`config.mk`:
```
export PLATFORM = sky130hd
export DESIGN_NAME = keyed_lock_table_top
export DESIGN_NICKNAME = d
export VERILOG_FILES = /design/src/klt_pkg.sv /design/src/klt_enc.sv /design/src/klt_cam.sv /design/src/klt_ram.sv /design/src/keyed_lock_table_top.sv
export SDC_FILE = /design/constraint.sdc
export NUM_CORES = 2
export LEC_CHECK = 0
export CORE_MARGIN = 4
export CORE_UTILIZATION = 57
export CTS_CLUSTER_DIAMETER = 120
export DETAILED_ROUTE_END_ITERATION = 12
export DONT_BUFFER_PORTS = 1
export PLACE_DENSITY = 0.75
export SLEW_MARGIN = 20
export SYNTH_ARGS = -nofsm -noshare
export SYNTH_HDL_FRONTEND = slang
export SYNTH_HIERARCHICAL = 1
export SYNTH_SLANG_ARGS = --single-unit
```
`constraint.sdc`:
```
create_clock -name i_clk -period 4.45 [get_ports i_clk]
set_clock_uncertainty 0.15 [all_clocks]
set_input_delay 0.2225 -clock i_clk [delete_from_list [all_inputs] [get_ports i_clk]]
set_output_delay 0.2225 -clock i_clk [all_outputs]
set_load 0.05 [all_outputs]
```
`src/klt_pkg.sv`:
```
// Shared types and codes for the keyed lock table.
package klt_pkg;

    typedef enum logic [1:0] {
        KIND_LOCK    = 2'd0,
        KIND_TRYLOCK = 2'd1,
        KIND_UNLOCK  = 2'd2,
        KIND_TEST    = 2'd3
    } t_kind;

    typedef enum logic [3:0] {
        ST_GRANTED  = 4'd0,
        ST_QUEUED   = 4'd1,
        ST_BUSY     = 4'd2,
        ST_FULL     = 4'd3,
        ST_NOTFOUND = 4'd4,
        ST_RELEASED = 4'd5,
        ST_HANDOFF  = 4'd6,
        ST_PRESENT  = 4'd7,
        ST_ABSENT   = 4'd8
    } t_status;

    typedef enum logic [1:0] {
        S_IDLE = 2'd0,
        S_CMP  = 2'd1,
        S_ENC  = 2'd2,
        S_UPD  = 2'd3
    } t_state;

    // One entry of the slot memory.
    typedef struct packed {
        logic       held;
        logic [7:0] users;
    } t_slot_ent;

    // Key store update for one item.
    typedef struct packed {
        logic alloc;
        logic release_slot;
    } t_cam_upd;

    localparam logic [7:0]  USERS_MAX   = 8'hFF;
    localparam logic [7:0]  WAITERS_MAX = 8'hFF;
    localparam logic [15:0] OVF_MAX     = 16'hFFFF;
    localparam int          OUT_IDX_W   = 5;

endpackage

```
`src/klt_enc.sv`:
```
// Lowest-set-bit priority encoder.
module klt_enc #(
    parameter int N = 32,
    localparam int IW = $clog2(N)
) (
    input  logic [N-1:0]  i_vec,
    output logic          o_any,
    output logic [IW-1:0] o_idx
);

    logic [N-1:0] low_bit;

    // isolate the lowest set bit
    assign low_bit = i_vec & (~i_vec + N'(1));
    assign o_any   = |i_vec;

    always_comb begin
        o_idx = '0;
        for (int i = 0; i < N; i++) begin
            if (low_bit[i]) begin
                o_idx = o_idx | IW'(i);
            end
        end
    end

endmodule

```
`src/klt_cam.sv`:
```
// Key store with parallel compare, busy flags and match/free encoding.
module klt_cam #(
    parameter int SLOTS = 32,
    localparam int IW = $clog2(SLOTS)
) (
    input  logic             i_clk,
    input  logic             i_rst_n,
    input  logic             i_cmp,
    input  logic [7:0]       i_key_class,
    input  logic [31:0]      i_key_number,
    input  klt_pkg::t_cam_upd i_upd,
    input  logic [IW-1:0]    i_upd_idx,
    output logic             o_hit,
    output logic [IW-1:0]    o_hit_idx,
    output logic             o_free_any,
    output logic [IW-1:0]    o_free_idx
);

    logic [7:0]       r_key_class  [SLOTS];
    logic [31:0]      r_key_number [SLOTS];
    logic [SLOTS-1:0] r_busy;
    logic [SLOTS-1:0] r_match;
    logic [SLOTS-1:0] r_free;
    logic [SLOTS-1:0] n_match;

    always_comb begin
        for (int i = 0; i < SLOTS; i++) begin
            n_match[i] = r_busy[i] && (r_key_class[i] == i_key_class) &&
                         (r_key_number[i] == i_key_number);
        end
    end

    always_ff @(posedge i_clk) begin
        if (i_upd.alloc) begin
            r_key_class[i_upd_idx]  <= i_key_class;
            r_key_number[i_upd_idx] <= i_key_number;
        end
        if (i_cmp) begin
            r_match <= n_match;
            r_free  <= ~r_busy;
        end
    end

    always_ff @(posedge i_clk) begin
        if (!i_rst_n) begin
            r_busy <= '0;
        end else if (i_upd.alloc) begin
            r_busy[i_upd_idx] <= 1'b1;
        end else if (i_upd.release_slot) begin
            r_busy[i_upd_idx] <= 1'b0;
        end
    end

    klt_enc #(.N(SLOTS)) u_hit_enc (
        .i_vec (r_match),
        .o_any (o_hit),
        .o_idx (o_hit_idx)
    );

    klt_enc #(.N(SLOTS)) u_free_enc (
        .i_vec (r_free),
        .o_any (o_free_any),
        .o_idx (o_free_idx)
    );

endmodule

```
`src/klt_ram.sv`:
```
// Slot memory holding user count and held flag, registered read.
module klt_ram #(
    parameter int SLOTS = 32,
    localparam int IW = $clog2(SLOTS)
) (
    input  logic               i_clk,
    input  logic               i_rd_en,
    input  logic [IW-1:0]      i_rd_addr,
    output klt_pkg::t_slot_ent o_rd_data,
    input  logic               i_wr_en,
    input  logic [IW-1:0]      i_wr_addr,
    input  klt_pkg::t_slot_ent i_wr_data
);

    klt_pkg::t_slot_ent r_mem [SLOTS];
    klt_pkg::t_slot_ent r_rd_data;

    always_ff @(posedge i_clk) begin
        if (i_wr_en) begin
            r_mem[i_wr_addr] <= i_wr_data;
        end
        if (i_rd_en) begin
            r_rd_data <= r_mem[i_rd_addr];
        end
    end

    assign o_rd_data = r_rd_data;

endmodule

```
`src/keyed_lock_table_top.sv`:
```
// Top level of the keyed lock table: sequencer, counters and result register.
//
//  channel   direction  handshake            payload
//  request   in         start & !busy        i_kind, i_lock_class, i_object_number
//  result    out        o_valid (one cycle)  o_status, o_slot, o_wake_slot_waiter,
//                                            o_high_water, o_overflow_events
//
// Sequence: an item passes from acceptance to its result strobe through
// compare against all keys, encode match and lowest free slot while reading
// the slot memory, then update memory, keys and counters. busy is low again
// in the strobe cycle, so the next item can be accepted then and not before.
// Reset: synchronous, active low; clears busy flags, counters and sequencer.
// The slot memory is not cleared: a free slot's entry is fully rewritten when taken.
// The receiver cannot stall; every result is shown for exactly one cycle.
module keyed_lock_table_top #(
    parameter int SLOTS = 32
) (
    input  logic        i_clk,
    input  logic        i_rst_n,
    input  logic        start,
    output logic        busy,
    input  logic [1:0]  i_kind,
    input  logic [7:0]  i_lock_class,
    input  logic [31:0] i_object_number,
    output logic        o_valid,
    output logic [3:0]  o_status,
    output logic [4:0]  o_slot,
    output logic        o_wake_slot_waiter,
    output logic [4:0]  o_high_water,
    output logic [15:0] o_overflow_events
);

    localparam int IW = $clog2(SLOTS);
    localparam int WW = IW + klt_pkg::OUT_IDX_W;

    klt_pkg::t_state    r_state, n_state;
    klt_pkg::t_kind     r_kind;
    logic [7:0]         r_class;
    logic [31:0]        r_number;
    logic [IW-1:0]      r_idx, n_idx;
    logic               r_hit;
    logic               r_free_any;
    logic [7:0]         r_waiters, n_waiters;
    logic [IW-1:0]      r_high, n_high;
    logic [15:0]        r_ovf, n_ovf;
    logic               r_valid, n_valid;
    klt_pkg::t_status   r_status, n_status;
    logic [IW-1:0]      r_slot, n_slot;
    logic               r_wake, n_wake;

    logic               accept;
    logic               cam_cmp;
    klt_pkg::t_cam_upd  cam_upd;
    logic               hit;
    logic [IW-1:0]      hit_idx;
    logic               free_any;
    logic [IW-1:0]      free_idx;
    logic               ram_rd;
    logic               ram_wr;
    klt_pkg::t_slot_ent ram_rdata;
    klt_pkg::t_slot_ent ram_wdata;
    logic [WW-1:0]      slot_ext;
    logic [WW-1:0]      high_ext;

    assign accept = start && !busy;

    klt_cam #(.SLOTS(SLOTS)) u_cam (
        .i_clk        (i_clk),
        .i_rst_n      (i_rst_n),
        .i_cmp        (cam_cmp),
        .i_key_class  (r_class),
        .i_key_number (r_number),
        .i_upd        (cam_upd),
        .i_upd_idx    (r_idx),
        .o_hit        (hit),
        .o_hit_idx    (hit_idx),
        .o_free_any   (free_any),
        .o_free_idx   (free_idx)
    );

    klt_ram #(.SLOTS(SLOTS)) u_ram (
        .i_clk     (i_clk),
        .i_rd_en   (ram_rd),
        .i_rd_addr (n_idx),
        .o_rd_data (ram_rdata),
        .i_wr_en   (ram_wr),
        .i_wr_addr (r_idx),
        .i_wr_data (ram_wdata)
    );

    // Next state: one item at a time through compare, encode and update.
    always_comb begin
        n_state = r_state;
        case (r_state)
            klt_pkg::S_IDLE: begin
                if (accept) begin
                    n_state = klt_pkg::S_CMP;
                end
            end
            klt_pkg::S_CMP: n_state = klt_pkg::S_ENC;
            klt_pkg::S_ENC: n_state = klt_pkg::S_UPD;
            klt_pkg::S_UPD: n_state = klt_pkg::S_IDLE;
            default:        n_state = klt_pkg::S_IDLE;
        endcase
    end

    // Outputs and datapath decisions per state.
    always_comb begin
        cam_cmp   = 1'b0;
        cam_upd   = '0;
        ram_rd    = 1'b0;
        ram_wr    = 1'b0;
        ram_wdata = ram_rdata;
        n_idx     = hit ? hit_idx : free_idx;
        n_waiters = r_waiters;
        n_high    = r_high;
        n_ovf     = r_ovf;
        n_valid   = 1'b0;
        n_status  = klt_pkg::ST_ABSENT;
        n_slot    = '0;
        n_wake    = 1'b0;
        case (r_state)
            klt_pkg::S_CMP: begin
                cam_cmp = 1'b1;
            end
            klt_pkg::S_ENC: begin
                // read the matching slot, or the lowest free one on a miss
                ram_rd = 1'b1;
            end
            klt_pkg::S_UPD: begin
                n_valid = 1'b1;
                case (r_kind)
                    klt_pkg::KIND_LOCK, klt_pkg::KIND_TRYLOCK: begin
                        if (!r_hit) begin
                            if (!r_free_any) begin
                                // table full: count the event and the waiter
                                n_status = klt_pkg::ST_FULL;
                                if (r_ovf != klt_pkg::OVF_MAX) begin
                                    n_ovf = r_ovf + 16'd1;
                                end
                                if (r_waiters != klt_pkg::WAITERS_MAX) begin
                                    n_waiters = r_waiters + 8'd1;
                                end
                            end else begin
                                // take the free slot, held by its first user
                                cam_upd.alloc   = 1'b1;
                                ram_wr          = 1'b1;
                                ram_wdata.held  = 1'b1;
                                ram_wdata.users = 8'd1;
                                if (r_idx > r_high) begin
                                    n_high = r_idx;
                                end
                                n_status = klt_pkg::ST_GRANTED;
                                n_slot   = r_idx;
                            end
                        end else begin
                            n_slot = r_idx;
                            if (r_kind == klt_pkg::KIND_TRYLOCK ||
                                ram_rdata.users == klt_pkg::USERS_MAX) begin
                                n_status = klt_pkg::ST_BUSY;
                            end else begin
                                ram_wr          = 1'b1;
                                ram_wdata.users = ram_rdata.users + 8'd1;
                                ram_wdata.held  = 1'b1;
                                n_status = ram_rdata.held ? klt_pkg::ST_QUEUED
                                                          : klt_pkg::ST_GRANTED;
                            end
                        end
                    end
                    klt_pkg::KIND_UNLOCK: begin
                        if (!r_hit) begin
                            n_status = klt_pkg::ST_NOTFOUND;
                        end else begin
                            n_slot          = r_idx;
                            ram_wr          = 1'b1;
                            ram_wdata.users = ram_rdata.users - 8'd1;
                            if (ram_rdata.users != 8'd1) begin
                                n_status = klt_pkg::ST_HANDOFF;
                            end else begin
                                // last user gone: free the slot, wake a waiter if one is counted
                                ram_wdata.held       = 1'b0;
                                cam_upd.release_slot = 1'b1;
                                n_status             = klt_pkg::ST_RELEASED;
                                if (r_waiters != 8'd0) begin
                                    n_waiters = r_waiters - 8'd1;
                                    n_wake    = 1'b1;
                                end
                            end
                        end
                    end
                    klt_pkg::KIND_TEST: begin
                        if (r_hit) begin
                            n_status = klt_pkg::ST_PRESENT;
                            n_slot   = r_idx;
                        end
                    end
                    default: n_status = klt_pkg::ST_ABSENT;
                endcase
            end
            default: begin
                cam_cmp = 1'b0;
            end
        endcase
    end

    // Payload registers: capture the item, the lookup and the result.
    always_ff @(posedge i_clk) begin
        if (accept) begin
            r_kind   <= klt_pkg::t_kind'(i_kind);
            r_class  <= i_lock_class;
            r_number <= i_object_number;
        end
        if (r_state == klt_pkg::S_ENC) begin
            r_idx      <= n_idx;
            r_hit      <= hit;
            r_free_any <= free_any;
        end
        if (r_state == klt_pkg::S_UPD) begin
            r_status <= n_status;
            r_slot   <= n_slot;
            r_wake   <= n_wake;
        end
    end

    // Control state and counters.
    always_ff @(posedge i_clk) begin
        if (!i_rst_n) begin
            r_state   <= klt_pkg::S_IDLE;
            r_valid   <= 1'b0;
            r_waiters <= '0;
            r_high    <= '0;
            r_ovf     <= '0;
        end else begin
            r_state   <= n_state;
            r_valid   <= n_valid;
            r_waiters <= n_waiters;
            r_high    <= n_high;
            r_ovf     <= n_ovf;
        end
    end

    // Slot indices leave as their low five bits.
    assign slot_ext = WW'(r_slot);
    assign high_ext = WW'(r_high);

    assign busy               = (r_state != klt_pkg::S_IDLE);
    assign o_valid            = r_valid;
    assign o_status           = r_status;
    assign o_slot             = slot_ext[klt_pkg::OUT_IDX_W-1:0];
    assign o_wake_slot_waiter = r_wake;
    assign o_high_water       = high_ext[klt_pkg::OUT_IDX_W-1:0];
    assign o_overflow_events  = r_ovf;

endmodule

```
### After elaboration in Yosys (flattened, before gate mapping)

Memories as Yosys holds them, arrays and structs flattened. A register that Yosys moved wholly into a read port is not among the register bits.
Index checks and enable logic that the tools add are counted.

* bits in registers: 187
* memory bits (writable): 1568
* bits of input ports: 45
* output and inout bits: 33
* logic and storage cells: 444
* memories: 3

* add/sub/neg operators: 7
* $lt $le $gt $ge: 3
* equality and inequality tests: 89
* mux-type cells: 239
* bitwise operators: 8
* reductions and logical operators: 78

Memory list
* u_cam.r_key_number: depth 32, width 32, read ports 32, clocked after memory_dff 0, write ports 1, RTL line klt_cam.sv:20 `logic [31:0] r_key_number [SLOTS];`
* u_ram.r_mem: depth 32, width 9, read ports 1, clocked after memory_dff 1, write ports 1, RTL line klt_ram.sv:15 `klt_pkg::t_slot_ent r_mem [SLOTS];`
* u_cam.r_key_class: depth 32, width 8, read ports 32, clocked after memory_dff 0, write ports 1, RTL line klt_cam.sv:19 `logic [7:0] r_key_class [SLOTS];`

Operators with widths (count)
* $eq 32x32->1: 32
* $mux 5: 60
* $eq 8x8->1: 32
* $mux 16: 14
* $mux 8: 25
* $mux 32: 5
* $mux 9: 16
* $mux 4: 35
* $not 32->32: 4
* $and 32x32->32: 3
* $logic_and 1x1->1: 66
* $add 32x1->32 const B: 2
* $reduce_or 32->1: 2
* $mux 1: 59
* $or 32x32->32: 1
* $mux 3: 8
* $mux 2: 10
* $ne 3x3->1 const B: 6
* $pmux 9 s2: 1
* $add 16x1->16 const B: 1
* $add 8x1->8 const B: 2
* $ne 16x16->1 const B: 1
* $pmux 8 s2: 1
* $sub 8x1->8 const B: 2
* 24 further kinds: 36

### Depth between registers and ports, before layout

* word-level depth: 35
* depth in mapped cells: 11

### Modules after synthesis

The synthesis kept the hierarchy.

By module, submodules not included
* klt_cam: instances 1, cells each 3525, area each 56859.5 um^2
* klt_ram: instances 1, cells each 463, area each 11372.2 um^2
* keyed_lock_table_top: instances 1, cells each 422, area each 4493.1 um^2
* klt_enc: instances 2, cells each 88, area each 581.8 um^2

### Least setup slack after synthesis

OpenSTA, ideal clock, no wires.

* kind: reg-to-reg
* start point: reg r_state[0]
* end point: mem u_cam.r_key_class[24][0] (enable)
* library setup time: 439 ps
* data arrival time: 4026 ps
* data required time: 3861 ps
* slack: -165 ps
* cell stages (with the launch flop): 8
* buffers on the path: 2
* cells stage by stage: dfxtp_1 > ha_1 > clkbuf_1 > inv_1 > nor3_1 > or3b_2 > clkbuf_1 > nor2_1

RTL lines
* start: declaration: RTL line keyed_lock_table_top.sv:36 `klt_pkg::t_state r_state, n_state;`
* start signal: assignment: RTL line keyed_lock_table_top.sv:228 `r_state <= klt_pkg::S_IDLE;`
* start signal: assignment: RTL line keyed_lock_table_top.sv:234 `r_state <= n_state;`
* end: declaration: RTL line klt_cam.sv:19

### Final worst setup path

* start point: reg u_cam.r_free[21]
* end point: reg u_ram/o_rd_data[6] (netlist name)

* longest elaborated chain between the ends: 15

RTL lines
* start: declaration: RTL line klt_cam.sv:23 `logic [SLOTS-1:0] r_free;`
* start signal: assignment: RTL line klt_cam.sv:40 `r_free <= ~r_busy;`
* $not 32->32: RTL line klt_enc.sv:14 `assign low_bit = i_vec & (~i_vec + N'(1));`
* $add 32x1->32: RTL line klt_enc.sv:14
* $and 32x32->32 (*): RTL line klt_enc.sv:14
* $mux 5 (10 in series): RTL line klt_enc.sv:20 `if (low_bit[i]) begin`
* $mux 5 (*): RTL line klt_enc.sv:20
* named net free_idx[0]: RTL line keyed_lock_table_top.sv:57 `logic [IW-1:0] free_idx;`
* $mux 5 (*): RTL line keyed_lock_table_top.sv:114 `n_idx = hit ? hit_idx : free_idx;`
* named net n_idx[0]: RTL line keyed_lock_table_top.sv:40 `logic [IW-1:0] r_idx, n_idx;`

Mark *: on every way through the listed nets, which the timed path passes. The rest lies on a longest branch.
A chain may end at the register's enable or synchronous reset.

==> results.py <==
metrics = {
    "finish": {
        "stdcell_count": 6780,
        "final_common_cell": "edfxtp_1",
        "drive_above_1_share_pct": 13.9,
        "final_area_um2": 84400,
        "fillers": 8649,
        "multi_input_area_um2": 20500,
        "register_area_um2": 52300,
        "syn2layout_area_growth_pct": 14.2,
        "fin_nets": 4988,
        "utilization_pct": 65.8,
        "final_cell_mix": "edfxtp_1 (1700), xor2_1 (1023), nor4_1 (257)",
    },
    "critical_path": {
        "worstPathRequired_ps": 4850,
        "slowest_stage": "or4_4",
        "slowest_delay_ps": 590,
        "end_kind": "flop",
        "start_kind": "flop",
        "cp_top_family": "multiplexers",
        "worst-path-buf-inv": 1,
        "path_cells": "or4_4 -> nor2_2 -> o211ai_1 -> a311oi_1 -> or4_1 -> mux2_4 -> buf_4 -> mux4_2 -> mux4_2 -> mux2_2",
        "critPathKind": "flop to flop",
        "cp.arrival_ps": 4600,
        "crit_path_frequent_cell": "mux4_2",
        "worstPathMaxFanout": 17,
    },
    "synth": {
        "synth_nets": 4652,
        "synth_edf_count": 1700,
        "syn_area_um2": 73900,
        "netlist_instances": 4586,
        "postSynthAreaPerCell_um2": 16.1,
        "ys_seq_area_share_pct": 70.8,
        "ys.flop_type": "edfxtp_1",
        "ys_async_sr_fraction_pct": 0,
        "ys_ff_latch": 1764,
        "synth_warnings": 6,
        "yosysUniqueCellTypes": 88,
    },
    "clock_network": {
        "worst_setup_hold_path_clk_slew_ps": 60,
        "cts.sinks": 1764,
        "clk_path_buf_depth": 3,
        "root_buffer": "clkbuf_16",
        "cts_buffers": 172,
        "cts_resized": 0,
        "cts_tree": "built",
        "htree_levels": 4,
        "clk_latency_ps": 810,
    },
    "drt": {
        "drt-vias-per-instance": 6.17,
        "drtAntennaViolNets": 0,
        "post_drt_wl_per_cell_um": 28.3,
        "vias": 41800,
        "drtIter0Drc": 4825,
        "drt-total-wl_mm": 192,
        "drtPass1Iterations": 6,
        "drc": 0,
    },
    "timing": {
        "slew_headroom_pct": 17.9,
        "timing.fmax_mhz": 238,
        "rsz0062_at_grt": "no",
        "worstMarginPinSlew_ps": 1230,
        "timing.final.hold_violations": 0,
        "finalSetupViolCount": 0,
        "finalWorstPathRequiredPeriod_ps": 4200,
        "finalMaxSlewViolations": 0,
        "post-route-period-util_pct": 94.4,
    },
    "floorplan": {
        "start_util_pct": 57.6,
        "die_x_um": 368,
        "fp-row-count": 131,
        "core_area_um2": 128000,
        "io_pins": 78,
        "fp.dieArea_um2": 135000,
        "die_h_um": 368,
    },
    "power_and_ir_drop": {
        "p_leak_nw": 27.7,
        "peakVddDrop_uv": 707,
        "power.density_nw_per_um2": 488,
    },
    "grt": {
        "antenna_found_initial": 9,
        "grt-ovfl-total": 0,
        "grt_pass1_vias": 40800,
        "grt_pass1_wl_mm": 279,
        "track_usage_pct": 28.2,
        "grt_max_degree": 66,
    },
    "placement": {
        "dpl-instance-area_um2": 78100,
        "post-place-cells": 6389,
        "port_buffers": 0,
        "hpwl_mm": 119,
        "place_congestion": 0.901,
    },
    "job": {
        "drv_cap": 0,
    },
    "outcome": {
        "status": "finished clean",
    },
    "min_path": {
        "hp-class": "primary input to flop",
    },
}
## where the power goes
part	internal [mW]	leakage [nW]	total, mW	switching [mW]
clock network	7.84	2.61	14.0	6.12
registers	19.3	15.7	19.9	0.562
logic	2.54	9.38	7.30	4.76
## logic make-up (layout without fill, tap and decap cells)
logic type | after synthesis | count (layout) | share of synthesized area [%]
xor+xnor | 1197 | 1197 | 14.2
other cells | 0 | 3 | 0
flops | 1764 | 1764 | 70.8
fa+ha+maj | 21 | 21 | 0.366
compound gates | 258 | 258 | 2.60
simple gates | 919 | 919 | 7.03
buf+inv | 314 | 776 | 1.89
mux | 113 | 113 | 3.10
## metal layers
layer,GRT usage (%),vias up,routed length (um)
met5,0,-,40
li1,-,17800,-
met3,4.99,410,18200
met4,10.4,6,7580
met2,44.6,2294,89800
met1,39.8,21300,76400
## cells in the mapped netlist (46+ instances only)
library cell     n  area (um2)
clkbuf_1        56         210
inv_1          105         394
edfxtp_1      1700       51000
nand4_1         93         582
buf_2          113         566
nor4_1         259        1620
nand3_1         70         350
nor3_1          62         310
xnor2_1        174        1520
nor2_1         209         785
nand2_1         46         173
mux4_2          91        2050
dfxtp_1         64        1280
xor2_1        1023        8960
## metrics by stage
stage                     worst slack [ps]  hold WS (ps)  TNS [ps]  power, mW
after floorplan                       -165           171    -52760       24.2
after global placement                 299           171         0       27.2
after detailed placement               240           171         0       27.4
after CTS                              226           120         0       41.2
after global routing                  28.0           185         0       42.5
final                                  250           196         0       41.1
## area by class of cell
| cell class | count | area share [%] |
|---|---|---|
| tap | 1729 | 2.56 |
| clock buffer | 213 | 5.45 |
| multi-input combinational | 2508 | 24.3 |
| sequential | 1764 | 62.0 |
| antenna | 3 | 0.00890 |
| inverter | 110 | 0.492 |
| clock inverter | 87 | 0.896 |
| timing repair buffer | 366 | 4.24 |
## state kept, by name, indices dropped and copies added (netlist names), named ones only
register,cells
u_cam/r_key_number,1024
u_ram/r_mem,288
u_cam/r_key_class,256
r_number,32
u_cam/r_free,32
u_cam/r_match,32
o_overflow_events,16
u_ram/o_rd_data,9
r_class,8
r_waiters,8
o_high_water,5
o_slot,5
r_idx,5
o_status,4
r_kind,2
r_state,2
o_valid,1
o_wake_slot_waiter,1
r_free_any,1
r_hit,1
## worst min-delay path, delay by kind of cell
kind	cells	cell delay (ps)
and+or+nand+nor	1	200
buffers and inverters	1	570
AOI/OAI and AO/OA	1	90
## worst paths after layout
kind | startpoint | endpoint | slack [ps] | cells after the start
max | u_cam/r_free[21] | u_ram/o_rd_data[6] | 250 | 10
min | start | r_state[0] | 200 | 3
max reg2reg | u_cam/r_free[21] | u_ram/o_rd_data[6] | 250 | 10
min reg2reg | flop | u_cam/r_free[26] | 340 | 1
## repair_timing
action	in CTS	in global routing
hold endpoints to repair	107	0
setup buffers	0	0
hold buffers	88	0
endpoints found under the setup margin	0	0
Note: power is estimated with default switching activity, not from simulation.
